$ cat src/design/tplc_pkg.sv
package tplc_pkg;

   // Pump operating mode, as reported on the mode field
   typedef enum logic [1:0] {
      MODE_OFF = 2'd0,
      MODE_ON  = 2'd1,
      MODE_ERR = 2'd2
   } mode_type;

   // Error lamp blink phase
   typedef enum logic [1:0] {
      LAMP_IDLE = 2'd0,
      LAMP_LIT  = 2'd1,
      LAMP_DARK = 2'd2
   } lamp_type;

   // Event formed each tick from the sensor samples and the guard timer
   typedef enum logic [1:0] {
      EV_NONE  = 2'd0,
      EV_LOW   = 2'd1,
      EV_HIGH  = 2'd2,
      EV_ERROR = 2'd3
   } event_type;

   localparam int unsigned TICK_W = 16;
   localparam logic [TICK_W-1:0] TICK_MAX = '1;
   localparam logic [TICK_W-1:0] GUARD_TIMEOUT_RST = 16'd1000;
   localparam logic [TICK_W-1:0] BLINK_PERIOD_RST = 16'd500;

   // Register indexes on the configuration port
   localparam logic [0:0] CSR_GUARD_TIMEOUT = 1'b0;
   localparam logic [0:0] CSR_BLINK_PERIOD  = 1'b1;

   // Controller state carried from tick to tick
   typedef struct packed {
      mode_type          pump_mode;
      logic              fault_flag;
      logic              prev_below_low;
      logic              prev_above_high;
      logic              guard_armed;
      logic [TICK_W-1:0] guard_ticks;
      lamp_type          lamp_phase;
      logic [TICK_W-1:0] blink_ticks;
   } ctrl_state_type;

endpackage

$ cat src/design/tplc_step.sv
module tplc_step (
   input  tplc_pkg::ctrl_state_type   cur,
   input  logic                       below_low_mark,
   input  logic                       above_high_mark,
   input  logic [tplc_pkg::TICK_W-1:0] guard_timeout,
   input  logic [tplc_pkg::TICK_W-1:0] blink_period,
   output tplc_pkg::ctrl_state_type   nxt,
   output logic                       pump_drive,
   output logic                       error_lamp,
   output logic [1:0]                 mode,
   output logic                       fault_latched
);

   tplc_pkg::event_type ev;

   always_comb begin
      nxt = cur;
      ev  = tplc_pkg::EV_NONE;

      // advance the running counters, saturating
      if (cur.guard_armed && cur.guard_ticks != tplc_pkg::TICK_MAX) begin
         nxt.guard_ticks = cur.guard_ticks + 1'b1;
      end
      if ((cur.lamp_phase == tplc_pkg::LAMP_LIT || cur.lamp_phase == tplc_pkg::LAMP_DARK)
          && cur.blink_ticks != tplc_pkg::TICK_MAX) begin
         nxt.blink_ticks = cur.blink_ticks + 1'b1;
      end

      // lower sensor edge wins, then upper, then guard expiry
      priority if (below_low_mark != cur.prev_below_low) begin
         if (below_low_mark) begin
            ev = above_high_mark ? tplc_pkg::EV_ERROR : tplc_pkg::EV_LOW;
         end
      end else if (above_high_mark != cur.prev_above_high) begin
         if (above_high_mark) begin
            ev = below_low_mark ? tplc_pkg::EV_ERROR : tplc_pkg::EV_HIGH;
         end
      end else if (nxt.guard_armed && nxt.guard_ticks >= guard_timeout) begin
         nxt.guard_armed = 1'b0;
         nxt.guard_ticks = '0;
         ev = tplc_pkg::EV_ERROR;
      end else begin
         // quiet tick: no event
      end
      nxt.prev_below_low  = below_low_mark;
      nxt.prev_above_high = above_high_mark;

      // pump mode
      unique case (cur.pump_mode)
         tplc_pkg::MODE_OFF: begin
            if (ev == tplc_pkg::EV_LOW) begin
               nxt.pump_mode   = tplc_pkg::MODE_ON;
               nxt.guard_armed = 1'b1;
               nxt.guard_ticks = '0;
            end else if (ev == tplc_pkg::EV_ERROR) begin
               nxt.pump_mode   = tplc_pkg::MODE_ERR;
               nxt.fault_flag  = 1'b1;
               nxt.guard_armed = 1'b0;
               nxt.guard_ticks = '0;
            end
         end
         tplc_pkg::MODE_ON: begin
            if (ev == tplc_pkg::EV_ERROR) begin
               nxt.pump_mode   = tplc_pkg::MODE_ERR;
               nxt.fault_flag  = 1'b1;
               nxt.guard_armed = 1'b0;
               nxt.guard_ticks = '0;
            end else if (ev == tplc_pkg::EV_HIGH) begin
               nxt.pump_mode   = tplc_pkg::MODE_OFF;
               nxt.guard_armed = 1'b0;
               nxt.guard_ticks = '0;
            end
         end
         default: begin
            // error and the unused code hold
         end
      endcase

      // lamp blink, sees this tick's fault flag
      unique case (cur.lamp_phase)
         tplc_pkg::LAMP_IDLE: begin
            if (nxt.fault_flag) begin
               nxt.lamp_phase  = tplc_pkg::LAMP_LIT;
               nxt.blink_ticks = '0;
            end
         end
         tplc_pkg::LAMP_LIT, tplc_pkg::LAMP_DARK: begin
            if (!nxt.fault_flag) begin
               nxt.lamp_phase  = tplc_pkg::LAMP_IDLE;
               nxt.blink_ticks = '0;
            end else if (nxt.blink_ticks >= blink_period) begin
               nxt.lamp_phase  = (cur.lamp_phase == tplc_pkg::LAMP_LIT) ?
                                 tplc_pkg::LAMP_DARK : tplc_pkg::LAMP_LIT;
               nxt.blink_ticks = '0;
            end
         end
         default: begin
            nxt.lamp_phase  = tplc_pkg::LAMP_LIT;
            nxt.blink_ticks = '0;
         end
      endcase
   end

   assign pump_drive    = (nxt.pump_mode == tplc_pkg::MODE_ON);
   assign error_lamp    = (nxt.lamp_phase == tplc_pkg::LAMP_LIT);
   assign mode          = nxt.pump_mode;
   assign fault_latched = nxt.fault_flag;

endmodule

$ cat src/design/tank_pump_level_controller.sv
// Tank pump level controller. Each req transaction is one tick carrying the two
// sensor samples; each tick yields exactly one rsp transaction with the pump
// drive, error lamp, mode and latched fault. The lower sensor edge, else the
// upper sensor edge, else guard timer expiry forms the tick's event; a tick is
// processed by combinational next-state logic between the state registers and
// the result register, so one transaction is taken every cycle while rsp is
// not stalled. The result register frees as it is taken, so req_ready stays
// high through back-to-back traffic. The guard_timeout and blink_period
// registers are written through the csr port; the user must write them only
// while the block is idle, which the block itself does not enforce. A sensor error latches until reset.
module tank_pump_level_controller (
   input  logic        clock,
   input  logic        reset,
   // tick input
   input  logic        req_valid,
   output logic        req_ready,
   input  logic        req_below_low_mark,
   input  logic        req_above_high_mark,
   // result output
   output logic        rsp_valid,
   input  logic        rsp_ready,
   output logic        rsp_pump_drive,
   output logic        rsp_error_lamp,
   output logic [1:0]  rsp_mode,
   output logic        rsp_fault_latched,
   // configuration
   input  logic        csr_wr_en,
   input  logic [0:0]  csr_index,
   input  logic [15:0] csr_wdata
);

   tplc_pkg::ctrl_state_type state_ff, state_in;
   logic [tplc_pkg::TICK_W-1:0] guard_timeout_ff, blink_period_ff;
   logic       rsp_valid_ff;
   logic       pump_drive_ff, error_lamp_ff, fault_latched_ff;
   logic [1:0] mode_ff;
   logic       pump_drive_in, error_lamp_in, fault_latched_in;
   logic [1:0] mode_in;
   logic       req_take;

   // take a new tick when the result register is empty or being drained
   assign req_ready = !rsp_valid_ff || rsp_ready;
   assign req_take  = req_valid && req_ready;

   tplc_step u_step (
      .cur             (state_ff),
      .below_low_mark  (req_below_low_mark),
      .above_high_mark (req_above_high_mark),
      .guard_timeout   (guard_timeout_ff),
      .blink_period    (blink_period_ff),
      .nxt             (state_in),
      .pump_drive      (pump_drive_in),
      .error_lamp      (error_lamp_in),
      .mode            (mode_in),
      .fault_latched   (fault_latched_in)
   );

   // configuration registers
   always_ff @(posedge clock) begin
      if (reset) begin
         guard_timeout_ff <= tplc_pkg::GUARD_TIMEOUT_RST;
         blink_period_ff  <= tplc_pkg::BLINK_PERIOD_RST;
      end else if (csr_wr_en) begin
         unique case (csr_index)
            tplc_pkg::CSR_GUARD_TIMEOUT: guard_timeout_ff <= csr_wdata;
            tplc_pkg::CSR_BLINK_PERIOD:  blink_period_ff  <= csr_wdata;
            default: begin
            end
         endcase
      end
   end

   // controller state, advanced once per accepted tick
   always_ff @(posedge clock) begin
      if (reset) begin
         state_ff.pump_mode       <= tplc_pkg::MODE_OFF;
         state_ff.fault_flag      <= 1'b0;
         state_ff.prev_below_low  <= 1'b0;
         state_ff.prev_above_high <= 1'b0;
         state_ff.guard_armed     <= 1'b0;
         state_ff.guard_ticks     <= '0;
         state_ff.lamp_phase      <= tplc_pkg::LAMP_IDLE;
         state_ff.blink_ticks     <= '0;
      end else if (req_take) begin
         state_ff <= state_in;
      end
   end

   // result register: hold while stalled, drop valid once taken
   always_ff @(posedge clock) begin
      if (reset) begin
         rsp_valid_ff <= 1'b0;
      end else if (req_take) begin
         rsp_valid_ff <= 1'b1;
      end else if (rsp_ready) begin
         rsp_valid_ff <= 1'b0;
      end
   end

   always_ff @(posedge clock) begin
      if (req_take) begin
         pump_drive_ff    <= pump_drive_in;
         error_lamp_ff    <= error_lamp_in;
         mode_ff          <= mode_in;
         fault_latched_ff <= fault_latched_in;
      end
   end

   assign rsp_valid         = rsp_valid_ff;
   assign rsp_pump_drive    = pump_drive_ff;
   assign rsp_error_lamp    = error_lamp_ff;
   assign rsp_mode          = mode_ff;
   assign rsp_fault_latched = fault_latched_ff;

endmodule
$ cat config.mk
export PLATFORM = sky130hd
export DESIGN_NAME = tank_pump_level_controller
export DESIGN_NICKNAME = d
export VERILOG_FILES = /design/src/design/tplc_pkg.sv /design/src/design/tplc_step.sv /design/src/design/tank_pump_level_controller.sv
export SDC_FILE = /design/constraint.sdc
export NUM_CORES = 1
export LEC_CHECK = 0
export BUFFER_PORTS_ARGS = -buffer_cell sky130_fd_sc_hd__clkbuf_2
export CAP_MARGIN = 10
export CORE_MARGIN = 10
export CORE_UTILIZATION = 40
export CTS_CLUSTER_DIAMETER = 200
export DETAILED_ROUTE_END_ITERATION = 8
export PLACE_DENSITY = 0.69
export SLEW_MARGIN = 25
export SYNTH_ARGS = -nofsm -noshare
export SYNTH_HDL_FRONTEND = slang
export SYNTH_SLANG_ARGS = --single-unit
$ cat constraint.sdc
create_clock -name clock -period 3.35 [get_ports clock]
set_clock_uncertainty 0.15 [all_clocks]
set_input_delay 0.1675 -clock clock [delete_from_list [all_inputs] [get_ports clock]]
set_output_delay 0.1675 -clock clock [all_outputs]
set_load 0.02 [all_outputs]
==> flow_metrics.py, run 1 <==
metrics = {
    "timing": {
        "finalWorstSetupSlack_ns": -0.416,
        "report.final.slew_viol_count": 0,
        "worst_pin_slew_ns": 0.588,
        "fin_crit_ns": 3.77,
        "timing.slew.headroom": 0.608,
        "setup_viol": 42,
        "timing.fmax_mhz": 266,
        "tns_ns": -10.55,
        "finalCritPeriodShare": 1.12,
        "rsz0062_at_grt": "true",
        "hold_violations": 0,
    },
    "logic_synthesis": {
        "yosys_warnings": 0,
        "syn_nets": 632,
        "ys.flop_type": "dfxtp_1",
        "synth_xor_area_frac": 0.0346,
        "syn_area_sq_um": 4810,
        "synth_cell_types": 72,
        "synthSimpleGateAreaFrac": 0.252,
        "synth_compound_area_frac": 0.224,
        "synth_top_family_by_area": "simple AND/OR/NAND/NOR gates",
        "synth.mux.area_fraction": 0.00442,
        "synth_edf_count": 5,
        "yosysSeqAreaShare": 0.335,
        "syn_avg_cell_area_sq_um": 8.43,
        "synth_seq_cells": 78,
        "synthCells": 571,
        "synthAdderAreaFrac": 0.0962,
        "async_flop_share": 0,
    },
    "power": {
        "peakVddDrop_mv": 0.226,
        "p_leak_nw": 3.15,
        "pwr_density_cell_nw_per_um2": 348,
    },
    "clocking": {
        "cts_tree": "yes",
        "cts-buffers-inserted": 9,
        "insertion_delay_ns": 0.35,
        "clockBufferDepth": 2,
        "htreeDepth": 3,
        "clkSlewWorstSetupHoldPaths_ns": 0.06,
        "cts_sinks": 78,
        "root_buffer": "clkbuf_16",
    },
    "drt": {
        "dr.pass1.iters": 4,
        "wl_per_cell_um": 15.8,
        "first_iter_violations": 307,
        "via_per_inst": 5.46,
        "vias": 4696,
        "drc_errors": 0,
        "ant_nets": 0,
        "routed_wl_um": 13500,
    },
    "hold_path": {
        "hold_path_class": "input pin to flip-flop",
    },
    "layout": {
        "drive_gt1_frac": 0.367,
        "final_cell_mix": "nand2_1 (87), buf_4 (84), dfxtp_1 (66), inv_1 (38), a21oi_1 (35)",
        "diodes": 0,
        "area_growth_pct": 43.3,
        "nets": 769,
        "layout_commonest_cell": "nand2_1",
    },
    "worst_setup_path": {
        "cp_data_required_time_ns": 3.45,
        "crit_family": "simple AND/OR/NAND/NOR gates",
        "start_kind": "flip-flop",
        "path_class": "flip-flop to flip-flop",
        "path_cells": "and3_4, and3_4, buf_4, nand3_4, and2_1, nand2_1, xnor2_1, ha_1, nor3_1, nor3_1, buf_4, a21boi_4, buf_6, a211oi_4, a31oi_4, clkbuf_16, nand3_2, a31oi_1",
        "arrival_ns": 3.87,
        "critPathBufInv": 4,
        "crit_path_max_fanout": 5,
        "critPathCaptureType": "flip-flop",
        "critPathMaxStageDelay_ns": 0.32,
        "crit_slowest_cell": "dfxtp_2",
    },
    "die": {
        "die_y_um": 130,
        "die-area_sq_um": 16800,
        "pin_count": 31,
        "rows": 40,
        "die_w_um": 130,
        "core_area_sq_um": 11900,
        "start_util": 0.404,
    },
    "placement": {
        "place_congestion": 0.897,
        "detailed_place_hpwl_um": 8980,
        "io_buffers": 30,
        "place_ws_ns": -0.368,
    },
    "grt": {
        "grt_max_degree": 46,
        "overflow": 0,
        "grt_pass1_vias": 4648,
        "grt_pass1_wl_um": 21600,
        "grt_usage": 0.157,
        "grt_antenna_before_repair": 0,
    },
    "flow_run": {
        "cap_violations": 0,
    },
    "run_status": {
        "status": "finished, violations left",
        "violations": "setup timing",
    },
}
==> through the flow <==
stage | hold WS [ns] | cells | cell area (sq um) | util | total power, mW
global placement | 0.248 | 802 | 5680 | 0.477 | 1.32
global route | 0.0403 | 860 | 6900 | 0.579 | 2.50
floorplan | 0.135 | 571 | 4860 | - | 1.22
detailed placement | 0.258 | 802 | 5680 | 0.477 | 1.33
finish | 0.000886 | 860 | 6900 | 0.579 | 2.40
CTS | 0.00330 | 847 | 6550 | 0.550 | 2.37
==> worst register-to-register path: stages (launching register included) <==
cell and delay (ns):
dfxtp_2 0.32, and3_4 0.17, and3_4 0.16, buf_4 0.14
nand3_4 0.09, and2_1 0.25, nand2_1 0.10, xnor2_1 0.26
ha_1 0.30, nor3_1 0.24, nor3_1 0.08, buf_4 0.15
a21boi_4 0.26, buf_6 0.17, a211oi_4 0.07, a31oi_4 0.30
clkbuf_16 0.22, nand3_2 0.06, a31oi_1 0.17
==> cell usage after synthesis (all sizes together) (2+ instances only) <==
master / n / area share
nand3b: 11 / 0.020
nor4: 2 / 0.0026
a32o: 10 / 0.022
a21boi: 7 / 0.016
o21ai: 16 / 0.019
nor2b: 3 / 0.0039
and4: 4 / 0.0073
edfxtp: 5 / 0.031
a31oi: 13 / 0.020
a41oi: 4 / 0.0073
a211o: 6 / 0.011
o41ai: 2 / 0.0075
a21o: 11 / 0.017
o31ai: 2 / 0.0031
xnor2: 13 / 0.024
clkbuf: 15 / 0.012
o21a: 2 / 0.0031
nand2: 97 / 0.078
and2: 9 / 0.012
nand4: 12 / 0.018
a22o: 7 / 0.013
nand2b: 11 / 0.015
nor3: 14 / 0.018
and3: 11 / 0.014
or3: 5 / 0.0075
inv: 42 / 0.033
o211ai: 2 / 0.0031
buf: 6 / 0.0091
nor2: 25 / 0.023
xor2: 6 / 0.011
ha: 37 / 0.096
a22oi: 8 / 0.012
or4: 2 / 0.0031
or2: 4 / 0.0052
nand3: 17 / 0.022
dfxtp: 73 / 0.30
a211oi: 5 / 0.011
a21oi: 42 / 0.048
==> flip-flops by register name (all words and copies together) (netlist names) <==
name,flops
rsp_fault_latched,1
rsp_error_lamp,1
guard_timeout_ff,16
rsp_valid,1
blink_period_ff,16
rsp_pump_drive,1
rsp_mode,2
state_ff,40
==> final cells by class <==
cell class	instances	area, sq um
inverter	43	161
clock buffer	12	256
tap	147	184
sequential	78	1620
multi-input combinational	429	3450
fill	958	5010
clock inverter	4	45.0
timing repair buffer	147	1180
==> power by group <==
group	switching (mW)	leakage (nW)	internal (mW)
registers	0.0230	0.648	0.978
clock network	0.391	0.152	0.614
logic	0.220	2.35	0.176
==> kinds of logic (layout without fill, tap and decap cells) <==
| family | Yosys count | in the layout |
|---|---|---|
| multiplexers | 2 | 2 |
| XOR/XNOR | 19 | 19 |
| adder cells (fa/ha/maj) | 37 | 37 |
| buffers and inverters | 64 | 206 |
| flip-flops | 78 | 78 |
| AO/OA/AOI/OAI | 143 | 143 |
| AND/OR/NAND/NOR | 228 | 228 |
==> metal layers <==
metal,GRT usage,share of wire
met5,0,0
met3,0.0239,0.041
met1,0.192,0.45
met4,0.0807,0.021
met2,0.262,0.48
==> final timing paths <==
path                               startpoint                               end  slack (ns)  cells past startpoint
min                                 rsp_ready            rsp_valid$_SDFFE_PP0P_      0.0009                      3
min reg2reg  blink_period_ff[10]$_SDFFE_PP0P_  blink_period_ff[10]$_SDFFE_PP0P_        0.30                      2
max                 state_ff[24]$_SDFFE_PP0P_         state_ff[18]$_SDFFE_PP0P_       -0.42                     18
max reg2reg         state_ff[24]$_SDFFE_PP0P_         state_ff[18]$_SDFFE_PP0P_       -0.42                     18
==> timing repair <==
action,in CTS,in global routing
gates cloned,0,2
pin swaps,40,45
resized for setup,59,44
endpoints found under the hold margin,35,0
buffers inserted,10,11
hold buffers,19,0
endpoints found under the setup margin,42,43
No activity file was read; power rests on OpenSTA's default activity.
==> run 2: changes to the inputs <==
- PLACE_DENSITY: 0.69 -> 0.62
==> run 2 against run 1 <==
  * Worst hold slack improved by 0.058 ns
  * Die area is the same
  * Highest routed layer unchanged
  * Cell count increased by 0.47%
  * Sequential power hardly changed
  * The flow still finishes with violations (setup timing)
  * Total power is 3.9% lower
  * Routed wire length decreased by 4.0%
  * Register-to-register slack gained 0.15 ns
==> flow_metrics.py, run 2 (synthesis gave the netlist of run 1 again) <==
metrics = {
    "run_status": {
        "status": "finished, violations left",
        "violations": "setup timing",
    },
    "die": {
        "die-area_sq_um": 16800,
        "die_y_um": 130,
        "die_w_um": 130,
        "core_area_sq_um": 11900,
        "rows": 40,
        "pin_count": 31,
        "start_util": 0.404,
    },
    "clocking": {
        "clockBufferDepth": 2,
        "clkSlewWorstSetupHoldPaths_ns": 0.06,
        "cts_sinks": 78,
        "htreeDepth": 3,
        "cts_tree": "yes",
        "root_buffer": "clkbuf_16",
        "cts-buffers-inserted": 9,
        "insertion_delay_ns": 0.34,
    },
    "worst_setup_path": {
        "critPathCaptureType": "flip-flop",
        "cp_data_required_time_ns": 3.46,
        "start_kind": "flip-flop",
        "arrival_ns": 3.72,
        "crit_path_max_fanout": 11,
        "path_class": "flip-flop to flip-flop",
    },
    "drt": {
        "drc_errors": 0,
        "routed_wl_um": 13000,
        "first_iter_violations": 292,
        "dr.pass1.iters": 4,
        "ant_nets": 0,
        "via_per_inst": 5.35,
        "vias": 4625,
        "wl_per_cell_um": 15.0,
    },
    "layout": {
        "multiInputGateArea_sq_um": 3190,
        "finalCoreUtilization": 0.556,
        "top_regs": "state_ff: 40 flops, blink_period_ff: 16 flops, guard_timeout_ff: 16 flops",
        "diodes": 0,
        "layout_commonest_cell": "buf_4",
        "area_growth_pct": 37.5,
        "final_cell_mix": "buf_4 (94), nand2_1 (91), dfxtp_1 (68), inv_1 (39), a21oi_1 (37)",
        "nets": 773,
        "nFillCells": 1079,
        "stdcell_count": 864,
        "largest-register": "state_ff",
        "register_area_sq_um": 1620,
        "largest_register_ff_count": 40,
        "drive_gt1_frac": 0.319,
    },
    "grt": {
        "grt_usage": 0.158,
        "grt_pass1_wl_um": 21800,
        "grtUsageMet1": 0.201,
        "grt.busiest_layer": "met2",
        "met3_usage": 0.0260,
        "overflow": 0,
        "grt_pass1_vias": 4669,
        "grt_antenna_before_repair": 0,
        "met2_usage": 0.260,
        "grt_max_degree": 45,
    },
    "placement": {
        "place_congestion": 0.852,
        "place_ws_ns": -0.358,
        "io_buffers": 30,
        "dp_cells": 813,
        "detailed_place_hpwl_um": 9260,
    },
    "timing": {
        "timing.slew.headroom": 0.634,
        "finalWorstSetupSlack_ns": -0.265,
        "timing.fmax_mhz": 277,
        "report.final.slew_viol_count": 0,
        "worst_pin_slew_ns": 0.545,
        "whs_ns": 0.0591,
        "setup_viol": 40,
        "hold_violations": 0,
        "finalCritPeriodShare": 1.08,
        "fin_crit_ns": 3.62,
        "rsz0062_at_grt": "true",
    },
    "power": {
        "p_clk_frac": 0.409,
        "p_total_mw": 2.31,
        "sequentialPowerShare": 0.432,
        "p_leak_nw": 3.06,
        "p_sw_frac": 0.272,
        "pwr_density_cell_nw_per_um2": 349,
        "combPwrFrac": 0.159,
        "peakVddDrop_mv": 0.232,
        "p_int_mw": 1.68,
        "p_switching_mw": 0.629,
    },
    "hold_path": {
        "hold_path_class": "input pin to flip-flop",
    },
    "flow_run": {
        "cap_violations": 0,
    },
}
==> run 2: worst max-delay path, cell delays in order (launching register included) <==
cell and delay (ns):
dfxtp_2 0.32, and3_4 0.18, and3_4 0.21, nand2_4 0.06, nor4b_4 0.29, and4_1 0.24, xor2_1 0.21, ha_1 0.28
nand4_2 0.10, nor2_1 0.06, or3_4 0.42, nor3_2 0.20, a21oi_2 0.10, a31oi_4 0.27, clkbuf_16 0.22, nand3_2 0.07
a31oi_1 0.15
==> run 2: worst paths after layout <==
kind	start	to	slack, ns	cells past startpoint
setup / recovery	state_ff[22]$_SDFFE_PP0P_	state_ff[22]$_SDFFE_PP0P_	-0.27	16
hold / removal	reset	state_ff[17]$_SDFFE_PP0P_	0.06	4
setup reg to reg	state_ff[22]$_SDFFE_PP0P_	state_ff[22]$_SDFFE_PP0P_	-0.27	16
hold reg to reg	blink_period_ff[14]$_SDFFE_PP0P_	blink_period_ff[14]$_SDFFE_PP0P_	0.31	2
==> run 2: metrics by stage <==
stage               area [sq um]  TNS, ns
finish                      6620    -6.52
detailed placement          5760   -11.74
floorplan                   4860    -1.03
CTS                         6470    -7.02
global placement            5760    -6.48
global route                6620   -14.11
==> run 2: cell type report <==
cell class | instances | share of cell area
tap | 147 | 0.0278
clock buffer | 10 | 0.0378
clock inverter | 6 | 0.00529
sequential | 78 | 0.244
inverter | 43 | 0.0244
multi-input combinational | 429 | 0.482
timing repair buffer | 151 | 0.179
==> run 2: repair_timing <==
item                                   in CTS  in global routing
setup buffers                               8                  6
setup endpoints to repair                  42                 43
hold buffers                               20                  0
gates cloned                                0                  1
endpoints found under the hold margin      35                  0
resized for setup                          35                 15
pin swaps                                  39                  6
==> run 2: metal layers <==
layer,vias up,wire [um],part of all wire
met5,-,0,0
met4,0,223,0.017
met3,16,422,0.032
met2,73,6110,0.47
met1,2204,6250,0.48
li1,2332,-,-
==> run 2: power groups by stage <==
stage | Sequential (mW) | Clock [mW] | Combinational (mW)
final | 0.997 | 0.944 | 0.367
after global routing | 1.00 | 1.00 | 0.405
after CTS | 0.997 | 0.963 | 0.347
after detailed placement | 1.02 | 0 | 0.313
after global placement | 1.02 | 0 | 0.308
after floorplan | 1.02 | 0 | 0.194
